File: src/hdl/gtzs_pkg.sv
`default_nettype none

package gtzs_pkg;

    // Default sizes of the sample history.
    localparam int GRADIENT_LAG_DEF = 100;
    localparam int MAX_PRE_DEF      = 1024;

    // Field widths of the stream and of the registers.
    localparam int SAMPLE_W  = 16;
    localparam int INDEX_W   = 32;
    localparam int PRE_W     = 11;
    localparam int POST_W    = 16;
    localparam int SPACING_W = 17;
    localparam int KEEP_W    = 17;
    localparam int CFG_IDX_W = 2;
    localparam int CFG_DAT_W = 17;

    // Queue between the classifying front and the trigger back end.
    localparam int QUEUE_DEPTH = 4;
    localparam int QPTR_W      = $clog2(QUEUE_DEPTH);
    localparam int QCNT_W      = $clog2(QUEUE_DEPTH + 1);
    localparam int QSUM_W      = QCNT_W + 1;

    // Configuration register indexes.
    localparam logic [CFG_IDX_W-1:0] CFG_THRESHOLD   = 2'd0;
    localparam logic [CFG_IDX_W-1:0] CFG_PRE_COUNT   = 2'd1;
    localparam logic [CFG_IDX_W-1:0] CFG_POST_COUNT  = 2'd2;
    localparam logic [CFG_IDX_W-1:0] CFG_MIN_SPACING = 2'd3;

    // One classified sample, as handed from the front to the back end.
    typedef struct packed {
        logic signed [SAMPLE_W-1:0] sample;    // Current sample.
        logic signed [SAMPLE_W-1:0] old_g;     // Sample one gradient lag back.
        logic signed [SAMPLE_W-1:0] old_k;     // Sample leaving the delay line.
        logic                       grad_ok;   // A gradient exists for this sample.
        logic                       emit_ok;   // The delayed sample has a valid index.
        logic [INDEX_W-1:0]         trig_idx;  // Trigger index of the gradient.
        logic [INDEX_W-1:0]         out_idx;   // Index of the delayed sample.
        logic [KEEP_W-1:0]          total;     // Segment length of a trigger.
        logic                       rec_end;   // Last sample of a record.
    } t_item;

endpackage

`default_nettype wire

File: src/hdl/gtzs_back.sv
`default_nettype none

module gtzs_back (
    input  wire                                    i_clk,
    input  wire                                    i_rst_n,
    input  wire                                    i_valid,
    input  gtzs_pkg::t_item                        i_item,
    output logic                                   o_pop,
    input  wire  signed [gtzs_pkg::SAMPLE_W-1:0]   i_threshold,
    input  wire  [gtzs_pkg::SPACING_W-1:0]         i_min_spacing,
    output logic                                   o_out_valid,
    input  wire                                    i_out_stall,
    output logic signed [gtzs_pkg::SAMPLE_W-1:0]   o_kept_sample,
    output logic [gtzs_pkg::INDEX_W-1:0]           o_sample_index,
    output logic                                   o_segment_first,
    output logic                                   o_segment_last
);
    import gtzs_pkg::*;

    // Trigger state.
    logic               r_in_peak;
    logic [INDEX_W-1:0] r_last_trigger;
    logic [KEEP_W-1:0]  r_keep;
    logic               r_first_pend;

    logic               n_in_peak;
    logic [INDEX_W-1:0] n_last_trigger;
    logic [KEEP_W-1:0]  n_keep;
    logic               n_first_pend;

    logic signed [SAMPLE_W-1:0] grad;
    logic                       spacing_ok;
    logic                       emit;
    logic                       seg_first;
    logic                       seg_last;

    // Output register.
    logic                       r_out_valid;
    logic signed [SAMPLE_W-1:0] r_kept_sample;
    logic [INDEX_W-1:0]         r_sample_index;
    logic                       r_segment_first;
    logic                       r_segment_last;

    // Take the next item whenever the output register is free or draining.
    assign o_pop = i_valid & (~r_out_valid | ~i_out_stall);

    // Trigger decision and segment bookkeeping for one item.
    always_comb begin
        grad           = i_item.sample - i_item.old_g;
        spacing_ok     = (i_item.trig_idx - r_last_trigger) >= INDEX_W'(i_min_spacing);
        n_in_peak      = r_in_peak;
        n_last_trigger = r_last_trigger;
        n_keep         = r_keep;
        n_first_pend   = r_first_pend;
        emit           = 1'b0;
        seg_first      = 1'b0;
        seg_last       = 1'b0;

        if (i_item.grad_ok) begin
            if (grad > i_threshold) begin
                n_in_peak = 1'b0;
            end else if (grad < i_threshold && !r_in_peak) begin
                n_last_trigger = i_item.trig_idx;
                if (spacing_ok) begin
                    n_in_peak = 1'b1;
                    if (i_item.total != '0) begin
                        if (r_keep == '0) begin
                            n_first_pend = 1'b1;
                        end
                        if (i_item.total > r_keep) begin
                            n_keep = i_item.total;
                        end
                    end
                end
            end
        end

        // An active segment emits the sample leaving the delay line.
        if (n_keep != '0) begin
            emit      = i_item.emit_ok;
            seg_first = n_first_pend;
            seg_last  = (n_keep == KEEP_W'(1));
            if (emit) begin
                n_first_pend = 1'b0;
            end
            n_keep = n_keep - KEEP_W'(1);
            if (n_keep == '0) begin
                n_first_pend = 1'b0;
            end
        end
    end

    // State update; a record end drops everything pending.
    always_ff @(posedge i_clk) begin
        if (!i_rst_n) begin
            r_in_peak      <= 1'b0;
            r_last_trigger <= '0;
            r_keep         <= '0;
            r_first_pend   <= 1'b0;
        end else if (o_pop) begin
            if (i_item.rec_end) begin
                r_in_peak      <= 1'b0;
                r_last_trigger <= '0;
                r_keep         <= '0;
                r_first_pend   <= 1'b0;
            end else begin
                r_in_peak      <= n_in_peak;
                r_last_trigger <= n_last_trigger;
                r_keep         <= n_keep;
                r_first_pend   <= n_first_pend;
            end
        end
    end

    // Output valid flag.
    always_ff @(posedge i_clk) begin
        if (!i_rst_n) begin
            r_out_valid <= 1'b0;
        end else if (o_pop && emit) begin
            r_out_valid <= 1'b1;
        end else if (!i_out_stall) begin
            r_out_valid <= 1'b0;
        end
    end

    // Output payload.
    always_ff @(posedge i_clk) begin
        if (o_pop && emit) begin
            r_kept_sample   <= i_item.old_k;
            r_sample_index  <= i_item.out_idx;
            r_segment_first <= seg_first;
            r_segment_last  <= seg_last;
        end
    end

    assign o_out_valid     = r_out_valid;
    assign o_kept_sample   = r_kept_sample;
    assign o_sample_index  = r_sample_index;
    assign o_segment_first = r_segment_first;
    assign o_segment_last  = r_segment_last;

endmodule

`default_nettype wire
File: config.mk
export PLATFORM = sky130hd
export DESIGN_NAME = gtzs_back
export DESIGN_NICKNAME = d
export VERILOG_FILES = /design/src/hdl/gtzs_pkg.sv /design/src/hdl/gtzs_back.sv
export SDC_FILE = /design/constraint.sdc
export NUM_CORES = 1
export LEC_CHECK = 0
export BUFFER_PORTS_ARGS = -buffer_cell sky130_fd_sc_hd__buf_2
export CORE_UTILIZATION = 49
export DETAILED_ROUTE_END_ITERATION = 7
export HOLD_SLACK_MARGIN = 0.06
export PLACE_DENSITY = 0.88
export SLEW_MARGIN = 10
export SYNTH_ARGS = -nofsm -noshare
export SYNTH_HDL_FRONTEND = slang
export SYNTH_SLANG_ARGS = --single-unit
export TNS_END_PERCENT = 100
File: constraint.sdc
create_clock -name i_clk -period 8.6 [get_ports i_clk]
set_input_delay 1.72 -clock i_clk [delete_from_list [all_inputs] [get_ports i_clk]]
set_output_delay 1.72 -clock i_clk [all_outputs]
set_load 0.1 [all_outputs]
==> summary.md <==
| Metric | Value |
|---|---|
| Syn avg cell area | `roughly 8.4 sq um` |
| Num rows | `48` |
| P&R area growth vs syn | `18.60%` |
| Initial antenna violation count | `2` |
| First-pass GRT wire length | `38,330 microns` |
| H-tree depth | `3` |
| Drt first pass iters | `5` |
| Final hold violations | `0` |
| Worst setup startpoint | `i_item[50]` |
| Sinks on Clock Net | `102` |
| Core area | `approximately 0.017 sq mm` |
| Share of the yosys chip area belonging to registers | `roughly 30%` |
| Netlist cell types | `78` |
| TritonCTS Buffers | `9` |
| Synthesized cell area | `around 0.0086 sq mm` |
| Layout cells sized above 1 | `between 20% and 30%` |
| Worst slack at placement | `roughly 0.22 ns` |
| Final GP Congestion | `0.9915` |
| CP max FO | `50` |
| Maximum clock path buffer count | `2` |
| Vias/cell | `roughly 5.7` |
| Clock Tree Root | `clkbuf_16` |
| Power Density | `between 200 and 300 mW/mm^2` |
| Worst EP arrival | `8.15 ns` |
| Final max-slew violation count | `0` |
| Worst hold path type | `reg2reg` |
| Count leader, synth | `inv_1` |
| Total GRT Usage | `between 20% and 30%` |
| Yosys reg bits | `102` |
| Warnings from Yosys | `0` |
| Clk_skew | `between 0.01 and 0.015 ns` |
| Dominant cells by area after synthesis | `edfxtp_1, ha_1, dfxtp_1` |
| Synth Area in Simple Gates | `a little under a fifth` |
| Worst slew pin tran | `1.074 ns` |
| Pleak | `about 4.4 nW` |
| DP Wirelength | `18,910 microns` |
| Reg2reg setup slack | `about 1.7 ns` |
| Largest family of logic cells by synthesized area | `compound AO/OA/AOI/OAI gates` |
| Starting DRT DRC Count | `around 750` |
| Multiplexer area fraction after synthesis | `roughly 1.4%` |
| Top post-synthesis cells by count | `inv_1, ha_1, nand2_1, a21oi_1, nor2_1` |
| Post-synth top area cell | `edfxtp_1` |
| Post-route ant nets | `0` |
| Critical path class | `in2reg` |
| Pin count of the biggest net entering global routing | `55` |
| Crit path required time | `8.69 ns` |
| Post-Route WL | `~24,000 microns` |
| Later-pin clock latency in the skew report | `0.36 ns` |
| Post-DR wirelength/cell | `~16 microns` |
| Status | `finished, final reports clean` |
| Worst-path clk slew | `about 0.07 ns` |
| Fin crit period | `roughly 8.1 ns` |
| Starting Density | `between 40% and 50%` |
| Synth Area in XOR/XNOR | `about 5.5%` |
| Ys flop type | `dfxtp_1` |
| Synth Area in Adders | `between 10% and 20%` |
| Period utilization | `93.75%` |
| DIE WIDTH | `134.3 microns` |
| Max Fclk | `~120 MHz` |
| Vias in the first global route | `about 8,100` |
| Post-synth EDFFs | `50` |
| Crit start category | `primary input` |
| Finish-stage setup viols | `0` |
| Share of synthesized flip-flops with an asynchronous set or reset | `0%` |
| Yosys top cell area share | `17.51%` |
| Die area | `approximately 0.018 sq mm` |
| Die height | `around 130 microns` |
| Compound-Gate Fraction of Synth Area | `22.70%` |
| Port Buffers | `220` |
| CTS tree | `yes` |
| Total congestion overflow | `0` |
| Via count | `8,350` |
| Max Cap Viol | `0` |
| Synthesized Nets | `between 1,000 and 1,500` |
| IO Pins | `roughly 220` |
| Worst ir drop on vdd | `between 150 and 200 uV` |
| Final worst slack | `roughly 0.54 ns` |
| Kind of end point of the critical path | `flop` |
| Mapped Cells | `1,018` |
| HP Start | `r_in_peak` |
| DRC Markers | `0` |
| Final #Nets | `1,492` |
| Setup TNS Final | `0 ns` |
| Worst slew margin | `between 20% and 30%` |
| Fill count | `between 1,500 and 2,000` |
| Reg2reg start | `r_last_trigger[0]` |
## power by group
group	switching (mW)	internal, mW	total (mW)
registers	0.0519	0.615	0.667
logic	1.03	0.454	1.49
clock network	0.199	0.202	0.402
## cell type report
type / instances / area (sq um) / share of cell area, %
Sequential cell: 102 / 2542 / 24.99
Clock buffer: 10 / 229.0 / 2.251
Tap cell: 225 / 281.5 / 2.768
Multi-Input combinational cell: 766 / 5454 / 53.62
Antenna cell: 1 / 2.502 / 0.02460
Timing Repair Buffer: 229 / 1181 / 11.61
Clock inverter: 6 / 53.80 / 0.5289
Inverter: 114 / 427.9 / 4.207
## registers in the layout (all words and copies together), names as in the netlist
name and cells:
o_sample_index 32, r_last_trigger 32, r_keep 17, o_kept_sample 16, o_out_valid 1, o_segment_first 1
o_segment_last 1, r_first_pend 1, r_in_peak 1
## cell families (layout without fill, tap and decap cells)
group                      after synthesis  count (layout)
and+or+nand+nor                        313             313
AOI/OAI and AO/OA                      286             286
buffers and inverters                  150             359
DFF                                    102             102
adders and majority gates              101             101
xor gates and xnor gates                54              54
muxes                                   12              12
other                                    0               1
## path summary, 6_finish.rpt
| check | to | cells past startpoint |
|---|---|---|
| setup / recovery | o_kept_sample[5] | 28 |
| hold / removal | r_in_peak | 2 |
| setup reg to reg | o_kept_sample[5] | 26 |
| hold reg to reg | r_in_peak | 2 |
## metrics by stage
stage | utilization, % | std cells | power (mW) | hold WS [ns] | cell area [sq um]
after floorplan | - | 1018 | 1.800 | 0.4428 | 8578
after CTS | 59.17 | 1452 | 2.548 | 0.4858 | 10160
final | 59.22 | 1453 | 2.554 | 0.4868 | 10170
after global placement | 57.52 | 1436 | 2.109 | 0.4583 | 9881
after global routing | 59.22 | 1453 | 2.698 | 0.5056 | 10170
after detailed placement | 57.52 | 1436 | 2.136 | 0.4706 | 9881
## layout by cell type, fill, tap and decap left out, drive strengths merged, types with 5 or more instances in the layout
master   netlist  final
or3            6      6
nand3         25     25
and3           6      6
buf           12    229
a211oi         9      9
dfxtp         52     52
nor3          24     24
nor2b         47     47
o21ai         46     46
a22oi         35     35
o211ai        15     15
o21a          12     12
a21boi        12     12
and2           8      8
a21o          23     23
o2111ai        7      7
ha            99     99
a31oi         11     11
a32oi          6      6
nor2          57     57
nor3b          5      5
nand4         16     16
clkbuf        24     10
nand2         81     81
mux2i         11     11
and4           7      7
inv          114    117
edfxtp        50     50
nor4          12     12
xnor2         37     37
xor2          17     17
a21oi         72     72
nand2b         8      8
## routing by layer
layer	global-route usage [%]	up-vias	routed length (microns)
li1	-	4106	-
met1	31.86	3879	9908
met2	47.04	319	12130
met3	4.308	46	1372
met4	8.864	0	534
met5	0	-	0
## worst max-delay path: stages
cell      delay, ns
buf_2          0.08
inv_1          0.04
ha_1           0.21
fa_1           0.40
nand2b_1       0.17
a21oi_1        0.20
nor2_1         0.11
o21ai_0        0.28
a21o_1         0.16
a21oi_1        0.07
xnor2_1        0.14
ha_1           0.30
nand4_1        0.11
nor4_1         0.07
or4_1          0.57
a31oi_1        0.22
or4b_1         0.46
nor4_2         0.34
and4_1         0.48
nor2_1         0.11
a21oi_1        0.23
ha_2           0.30
and3_1         0.20
nand2_1        0.16
nor4b_2        0.41
o211ai_4       0.11
and3_2         0.26
buf_12         0.20
## repair_timing
action                     CTS  global route
setup endpoints to repair    0             4
hold buffers                 0             0
gates resized for setup      0             3
buffers inserted             0             0
Note: power is estimated with default switching activity, not from simulation.
