==> config.mk <==
export PLATFORM = sky130hd
export DESIGN_NAME = gtzs_queue
export DESIGN_NICKNAME = d
export VERILOG_FILES = /design/src/hdl/gtzs_pkg.sv /design/src/hdl/gtzs_queue.sv
export SDC_FILE = /design/constraint.sdc
export NUM_CORES = 1
export LEC_CHECK = 0
export ABC_AREA = 1
export BUFFER_PORTS_ARGS = -buffer_cell sky130_fd_sc_hd__buf_2
export CORE_AREA = 3 3 262 264
export CTS_BUF_LIST = sky130_fd_sc_hd__clkbuf_4
export DETAILED_ROUTE_END_ITERATION = 8
export DIE_AREA = 0 0 265 267
export PLACE_DENSITY = 0.45
export SLEW_MARGIN = 25
export SYNTH_ARGS = -nofsm -noshare
export SYNTH_HDL_FRONTEND = slang
export SYNTH_SLANG_ARGS = --single-unit
==> constraint.sdc <==
create_clock -name i_clk -period 4.1 [get_ports i_clk]
set_input_delay 0 -clock i_clk [delete_from_list [all_inputs] [get_ports i_clk]]
set_output_delay 0 -clock i_clk [all_outputs]
set_load 0.01 [all_outputs]
==> src/hdl/gtzs_pkg.sv <==
`default_nettype none

package gtzs_pkg;

    // Default sizes of the sample history.
    localparam int GRADIENT_LAG_DEF = 100;
    localparam int MAX_PRE_DEF      = 1024;

    // Field widths of the stream and of the registers.
    localparam int SAMPLE_W  = 16;
    localparam int INDEX_W   = 32;
    localparam int PRE_W     = 11;
    localparam int POST_W    = 16;
    localparam int SPACING_W = 17;
    localparam int KEEP_W    = 17;
    localparam int CFG_IDX_W = 2;
    localparam int CFG_DAT_W = 17;

    // Queue between the classifying front and the trigger back end.
    localparam int QUEUE_DEPTH = 4;
    localparam int QPTR_W      = $clog2(QUEUE_DEPTH);
    localparam int QCNT_W      = $clog2(QUEUE_DEPTH + 1);
    localparam int QSUM_W      = QCNT_W + 1;

    // Configuration register indexes.
    localparam logic [CFG_IDX_W-1:0] CFG_THRESHOLD   = 2'd0;
    localparam logic [CFG_IDX_W-1:0] CFG_PRE_COUNT   = 2'd1;
    localparam logic [CFG_IDX_W-1:0] CFG_POST_COUNT  = 2'd2;
    localparam logic [CFG_IDX_W-1:0] CFG_MIN_SPACING = 2'd3;

    // One classified sample, as handed from the front to the back end.
    typedef struct packed {
        logic signed [SAMPLE_W-1:0] sample;    // Current sample.
        logic signed [SAMPLE_W-1:0] old_g;     // Sample one gradient lag back.
        logic signed [SAMPLE_W-1:0] old_k;     // Sample leaving the delay line.
        logic                       grad_ok;   // A gradient exists for this sample.
        logic                       emit_ok;   // The delayed sample has a valid index.
        logic [INDEX_W-1:0]         trig_idx;  // Trigger index of the gradient.
        logic [INDEX_W-1:0]         out_idx;   // Index of the delayed sample.
        logic [KEEP_W-1:0]          total;     // Segment length of a trigger.
        logic                       rec_end;   // Last sample of a record.
    } t_item;

endpackage

`default_nettype wire

==> src/hdl/gtzs_queue.sv <==
`default_nettype none

module gtzs_queue (
    input  wire                          i_clk,
    input  wire                          i_rst_n,
    input  wire                          i_push,
    input  gtzs_pkg::t_item              i_item,
    input  wire                          i_pop,
    output logic                         o_valid,
    output gtzs_pkg::t_item              o_item,
    output logic [gtzs_pkg::QCNT_W-1:0]  o_count
);
    import gtzs_pkg::*;

    t_item             r_slot [QUEUE_DEPTH];
    logic [QPTR_W-1:0] r_wr;
    logic [QPTR_W-1:0] r_rd;
    logic [QCNT_W-1:0] r_count;

    logic [QPTR_W-1:0] n_wr;
    logic [QPTR_W-1:0] n_rd;

    assign n_wr = (r_wr == QPTR_W'(QUEUE_DEPTH - 1)) ? '0 : (r_wr + QPTR_W'(1));
    assign n_rd = (r_rd == QPTR_W'(QUEUE_DEPTH - 1)) ? '0 : (r_rd + QPTR_W'(1));

    // Entry storage.
    always_ff @(posedge i_clk) begin
        if (i_push) begin
            r_slot[r_wr] <= i_item;
        end
    end

    // Pointers and occupancy.
    always_ff @(posedge i_clk) begin
        if (!i_rst_n) begin
            r_wr    <= '0;
            r_rd    <= '0;
            r_count <= '0;
        end else begin
            if (i_push) begin
                r_wr <= n_wr;
            end
            if (i_pop) begin
                r_rd <= n_rd;
            end
            if (i_push && !i_pop) begin
                r_count <= r_count + QCNT_W'(1);
            end else if (i_pop && !i_push) begin
                r_count <= r_count - QCNT_W'(1);
            end
        end
    end

    assign o_valid = (r_count != '0);
    assign o_item  = r_slot[r_rd];
    assign o_count = r_count;

endmodule

`default_nettype wire

==> reports/metrics.csv, run 1 <==
stage;metric;value;unit
critical_path;crit path cell chain;inv_8 > buf_4 > o21ai_1 > o22ai_1 > buf_2;
global_routing;GRT busiest layer;met2;
clock_tree;clock root buffer;clkbuf_4;
critical_path;largest stage delay on the critical path;0.61;ns
critical_path;Max FO, Critical Path;133;
yosys;Post-synth EDFFs;528;
clock_tree;clk sink count;537;
clock_tree;CTS tree;done;
clock_tree;Max clock buf depth;3;
clock_tree;H-tree depth;4;
timing;setup TNS;0;ns
yosys;Seq cells post-synth;537;
timing;pins over their slew limit;0;
clock_tree;clk slew on worst S/H paths;0.06;ns
timing;final worst path period share;72.0;%
global_routing;GRT Util Overall;14.7;%
floorplan;die area;0.0708;mm2
global_routing;met2 Use GR;23.6;%
yosys;Synth Cell Area;0.0199;mm2
routing;DR pass1 iterations;5;
global_routing;first-pass GRT wire length;80000;um
floorplan;IO Pins;272;
timing;Worst Tran Pin Value;0.983;ns
placed_design;DP Wirelength;27700;um
pwr;peak supply drop;212;uV
global_routing;antenna violations before repair;4;
floorplan;die span in x;265;um
finish;Area Overhead vs Synth;35.0;%
clock_tree;TritonCTS Buffers;147;
routing;Initial DRC Count;698;
finish;Util after Layout;40.1;%
pwr;static leakage;9.61;nW
yosys;Yosys top cell by area;edfxtp_1;
yosys;syn_nets;1478;
routing;WL per Instance;17.6;um
routing;routed wire length;52000;um
yosys;synth cell count leaders;edfxtp_1, nor2_1, o21ai_0;
critical_path;Setup crit start kind;register;
critical_path;Crit Path Category;reg -> out;
global_routing;pin count of the biggest net entering global routing;156;
routing;antenna viol nets, final;0;
floorplan;Rows;95;
timing;RSZ-0062 raised after global routing;false;
clock_tree;Hold Buf Count CTS;274;
timing;FMAX;339;MHz
critical_path;Critical path buffers and inverters;3;
yosys;ys async rst share;0;%
routing;DR vias/cell;4.57;
critical_path;Crit path max-delay family;buffers and inverters;
yosys;Yosys top cell area share;79.8;%
floorplan;die height;267;um
worst_hold_path;worst min path class;in -> reg;
timing;# setup viols final;0;
yosys;post-synth cell types;21;
placed_design;PortBufs;271;
timing;Tmin final;2.95;ns
routing;final routed DRC violation total;0;
routing;vias;13500;
timing;final hold vios;0;
flow_run;max_cap viols;0;
placed_design;placer congestion estimate;0.708;
clock_tree;clock latency on the worst-skew pair;0.91;ns
yosys;predominant post-synthesis flop cell;edfxtp_1;
yosys;most frequent cell after synthesis;edfxtp_1;
floorplan;Starting Density;29.7;%
yosys;syn_area_per_cell;14.9;um2
finish;Final #Nets;2113;
floorplan;Placeable Area;0.0668;mm2
global_routing;met1 Use GR;18.4;%
timing;Worst slew margin;34.5;%
clock_tree;setup bufs post-CTS;0;
pwr;Final Total Pwr;0.0124;W
finish;layout cells sized above 1;25.8;%
global_routing;vias in the first global route;14100;
finish;FILL cells;6451;
critical_path;CP Capture Type;output pin;
global_routing;GR Overflow Total;0;
yosys;Post-Synthesis Cells;1335;
yosys;yosys warns;0;
global_routing;M3 GR Usage;5.12;%
outcome;status;completed;
pwr;PwrDens;463;mW/mm2
timing;final setup skew;0.0273;ns
critical_path;Crit path arrival time;2.95;ns
critical_path;Critical Path RT;4.10;ns
critical_path;Worst path slowest cell;inv_8;
clock_tree;post-cts resize count;0;
yosys;register area share after synthesis;80.7;%
yosys;Synth area leaders;edfxtp_1, nor2_1, o22ai_1, o21ai_0, o21ai_1;
## path summary, 6_finish.rpt
kind	start	to	slack, ns	cells after the start
max	register	o_item[109]	1.15	5
min	i_push	r_slot[3][1]$_DFFE_PP_	0.37	4
max reg2reg	o_count[0]$_SDFFE_PN0P_	o_count[2]$_SDFFE_PN0P_	1.79	8
min reg2reg	r_wr[1]$_SDFFE_PN0P_	r_wr[1]$_SDFFE_PN0P_	0.53	2
## cells by family (layout without fill, tap and decap cells)
logic type	after synthesis	in the layout	share of synthesized area (%)
xor gates and xnor gates	1	1	0.0441
other	0	4	0
AOI/OAI and AO/OA	402	402	11.0
DFF	537	537	80.7
adders and majority gates	7	7	0.479
buffers and inverters	102	847	2.37
and+or+nand+nor	286	286	5.43
## area by class of cell
class                           instances  area, um2  area share [%]
Antenna cell                            4       10.0          0.0373
Tap cell                              873       1090            4.07
Clock buffer                          209       1570            5.85
Multi-Input combinational cell        696       3360            12.5
Sequential cell                       537      16000            59.8
Clock inverter                         50        279            1.04
Inverter                               16       90.1           0.336
Timing Repair Buffer                  572       4380            16.3
## power breakdown
group | switching [W] | internal, W | total, W | leakage [nW]
clock network | 0.00218 | 0.00248 | 0.00466 | 1.09
logic | 0.000861 | 0.000559 | 0.00142 | 3.59
registers | 0.0000552 | 0.00628 | 0.00633 | 4.93
total | 0.00310 | 0.00932 | 0.0124 | 9.61
## worst min-delay path, delay by kind of cell
family | cells | cell delay, ns
and+or+nand+nor | 1 | 0.13
buffers and inverters | 3 | 0.89
## per-layer routing
metal / part of all wire, % / vias up
li1: - / 6463
met5: 0 / -
met4: 1.7 / 0
met1: 44 / 6626
met2: 47 / 367
met3: 7.1 / 71
## cell usage in the layout (no fill, tap or decap)
cell,n
inv_2,4
nor2_1,273
clkinv_1,29
xor2_1,1
clkinv_2,8
ha_1,6
diode_2,4
dlygate4sd3_1,274
clkinv_4,2
fa_1,1
nand4_1,1
nor3_1,2
o21ai_1,128
buf_4,21
nand2_1,9
clkbuf_4,209
bufinv_16,2
buf_12,6
edfxtp_1,528
inv_8,1
inv_4,1
o21ai_0,139
o22ai_1,132
buf_2,271
nand3_1,1
inv_1,10
dfxtp_4,2
dfxtp_1,7
inv_6,4
clkinvlp_4,5
a21oi_1,3
## sequential cells by signal (all words and copies together), names as in the netlist, named ones only
register,flops
o_count,3
r_rd,2
r_slot,528
r_wr,2
## metrics by stage
stage / hold WS [ns] / setup slack [ns] / instance area (um2) / std cells
after floorplan: 0.0989 / 0.482 / 19900 / 1335
after global placement: 0.214 / 2.02 / 22200 / 2420
after detailed placement: 0.218 / 2.00 / 22200 / 2420
after CTS: 0.266 / 0.921 / 26800 / 2953
after global routing: 0.297 / 0.818 / 26800 / 2956
final: 0.367 / 1.15 / 26800 / 2957
Note: power is estimated with default switching activity, not from simulation.
==> run 2, diff against run 1 <==
--- a/config.mk
+++ b/config.mk
@@ -5,12 +5,12 @@
 export SDC_FILE = /design/constraint.sdc
 export NUM_CORES = 1
 export LEC_CHECK = 0
-export ABC_AREA = 1
+export ABC_AREA = 0
 export BUFFER_PORTS_ARGS = -buffer_cell sky130_fd_sc_hd__buf_2
-export CORE_AREA = 3 3 262 264
+export CORE_AREA = 3 3 259 261
 export CTS_BUF_LIST = sky130_fd_sc_hd__clkbuf_4
 export DETAILED_ROUTE_END_ITERATION = 8
-export DIE_AREA = 0 0 265 267
+export DIE_AREA = 0 0 262 264
 export PLACE_DENSITY = 0.45
 export SLEW_MARGIN = 25
 export SYNTH_ARGS = -nofsm -noshare
==> constraint.sdc (replaced) <==
create_clock -name i_clk -period 3 [get_ports i_clk]
set_input_delay 0 -clock i_clk [delete_from_list [all_inputs] [get_ports i_clk]]
set_output_delay 0 -clock i_clk [all_outputs]
set_load 0.01 [all_outputs]
==> run 2 against run 1 <==
Synthesized area shrank 1.9%. Sequential cell count is the same. Critical path depth shrank 1. Sequential share of layout area is essentially flat. Combinational power grew 22%. Global-route usage shrank 1.4 points. Count of clock-buffer cells in the layout grew 15. Critical path type unchanged. Largest power group unchanged. Highest routed layer is now met5.
==> reports/metrics.csv, run 2 <==
stage;metric;value;unit
pwr;Comb power frac;10.2;%
critical_path;worst r2r src;r_wr[1]$_SDFFE_PN0P_;
critical_path;Crit path arrival time;2.71;ns
finish;Area Overhead vs Synth;37.7;%
clock_tree;clock root buffer;clkbuf_4;
routing;DR vias/cell;4.37;
routing;vias;10500;
worst_hold_path;worst min path class;in -> reg;
yosys;Post-Synthesis Cells;733;
global_routing;GR Overflow Total;0;
pwr;Clk pwr share;38.5;%
clock_tree;clk slew on worst S/H paths;0.06;ns
pwr;Internal;0.0131;W
clock_tree;CTS tree;done;
routing;WL per Instance;18.6;um
timing;RSZ-0062 raised after global routing;false;
placed_design;placer congestion estimate;0.683;
routing;DR pass1 iterations;4;
timing;Tmin final;2.71;ns
finish;max reg flops;528;
timing;Worst Tran Pin Value;0.722;ns
floorplan;Placeable Area;0.0647;mm2
floorplan;Rows;93;
yosys;Yosys top cell area share;81.4;%
pwr;PwrDens;633;mW/mm2
timing;FMAX;368;MHz
yosys;syn_nets;876;
timing;setup TNS;0;ns
clock_tree;post-cts resize count;0;
routing;antenna viol nets, final;0;
outcome;status;completed;
yosys;yosys warns;0;
critical_path;Crit Path Category;reg -> out;
finish;Util after Layout;41.5;%
clock_tree;H-tree depth;4;
critical_path;Max FO, Critical Path;19;
pwr;sequential share of power;51.3;%
finish;layout cells sized above 1;44.4;%
pwr;switching power total;0.00385;W
finish;most common cell after layout, fill and taps aside;edfxtp_1;
finish;Multi-input gate area;0.00324;mm2
finish;FILL cells;5963;
clock_tree;TritonCTS Buffers;146;
yosys;Synth Cell Area;0.0195;mm2
global_routing;vias in the first global route;11900;
yosys;most frequent cell after synthesis;edfxtp_1;
global_routing;pin count of the biggest net entering global routing;45;
global_routing;first-pass GRT wire length;68700;um
placed_design;DP Wirelength;26600;um
global_routing;antenna violations before repair;5;
critical_path;Critical Path RT;3.00;ns
timing;# setup viols final;0;
clock_tree;Max clock buf depth;3;
pwr;Sw Share;22.7;%
critical_path;CP Capture Type;output pin;
yosys;synth cell count leaders;edfxtp_1, mux4_2, buf_2;
global_routing;GRT Util Overall;13.3;%
timing;pins over their slew limit;0;
timing;final hold vios;0;
yosys;predominant post-synthesis flop cell;edfxtp_1;
routing;routed wire length;44600;um
clock_tree;clk sink count;537;
finish;Largest Register;r_slot;
finish;most frequent cells in the layout;edfxtp_1, dlygate4sd3_1, buf_2;
floorplan;die height;264;um
floorplan;Starting Density;30.1;%
yosys;ys async rst share;0;%
finish;Final #Nets;1574;
flow_run;max_cap viols;0;
floorplan;IO Pins;272;
pwr;peak supply drop;288;uV
clock_tree;clock latency on the worst-skew pair;0.89;ns
yosys;Synth area leaders;edfxtp_1, mux4_2, dfxtp_1, buf_6, buf_2;
pwr;static leakage;9.37;nW
timing;final setup skew;0.0307;ns
worst_hold_path;hold path startpoint;i_push;
routing;Initial DRC Count;427;
floorplan;die area;0.0692;mm2
yosys;Yosys top cell by area;edfxtp_1;
finish;register area;0.0160;mm2
yosys;syn_area_per_cell;26.6;um2
placed_design;PortBufs;271;
critical_path;Setup crit start kind;register;
yosys;post-synth cell types;20;
floorplan;die span in x;262;um
routing;final routed DRC violation total;0;
yosys;Post-synth EDFFs;528;
yosys;register area share after synthesis;82.3;%
timing;Worst slew margin;51.9;%
yosys;Seq cells post-synth;537;
timing;final worst path period share;90.5;%
run 2: cell families (layout without fill, tap and decap cells):
logic type	after synthesis	count (layout)	share of synthesized area [%]
flops	537	537	82.3
mux	136	136	15.5
buf+inv	34	838	1.14
simple gates	14	14	0.430
fa+ha+maj	7	7	0.488
compound gates	3	3	0.103
xor+xnor	2	2	0.0899
other cells	0	3	0
run 2: repair_timing:
item	in CTS	in global routing
hold endpoints to repair	1058	0
setup buffers	0	0
hold buffers	271	0
run 2: layout make-up:
class	instances	area share (%)
clock inverters	30	0.756
inverters	4	0.0560
diodes	3	0.0280
multi-input cells	162	12.1
well taps	855	3.99
clock buffers	224	6.27
flip-flops and latches	537	59.8
repair buffers	580	17.0
run 2: per-stage QoR:
step / power (W) / worst slack, ns / cell area, um2 / hold WS, ns / cells
floorplan: 0.00963 / 0.383 / 19500 / 0.0989 / 733
global placement: 0.0103 / 1.13 / 22200 / 0.211 / 1867
detailed placement: 0.0104 / 1.11 / 22200 / 0.215 / 1867
CTS: 0.0174 / 0.0107 / 26800 / 0.0855 / 2392
global route: 0.0179 / 0.0144 / 26800 / 0.202 / 2394
finish: 0.0170 / 0.286 / 26800 / 0.267 / 2395
run 2: final timing paths:
path              slack [ns]  cells past startpoint                       to
setup reg to reg        1.17                      4  r_slot[1][10]$_DFFE_PP_
hold / removal          0.27                      5  o_count[1]$_SDFFE_PN0P_
setup / recovery        0.29                      4               o_item[71]
hold reg to reg         0.52                      2  o_count[2]$_SDFFE_PN0P_
run 2: worst max-delay path, cell delays in order, from the launching register on:
cell and delay, ns:
dfxtp_4 0.64, buf_12 0.27, buf_12 0.19, mux4_2 0.54, buf_2 0.16
run 2: power by group through the flow:
stage	Sequential [W]	Clock (W)	Combinational, W
after floorplan	0.00883	0	0.000800
after detailed placement	0.00886	0	0.00150
after CTS	0.00871	0.00687	0.00179
after global routing	0.00872	0.00732	0.00189
after global placement	0.00885	0	0.00149
final	0.00870	0.00654	0.00173
run 2: layer usage:
layer | global-route usage [%] | up-vias | wire length (um)
met5 | 0 | - | 25
met4 | 5.63 | 4 | 1000
met3 | 4.94 | 91 | 3040
met2 | 21.3 | 298 | 21800
met1 | 16.1 | 5378 | 18700
li1 | - | 4685 | -
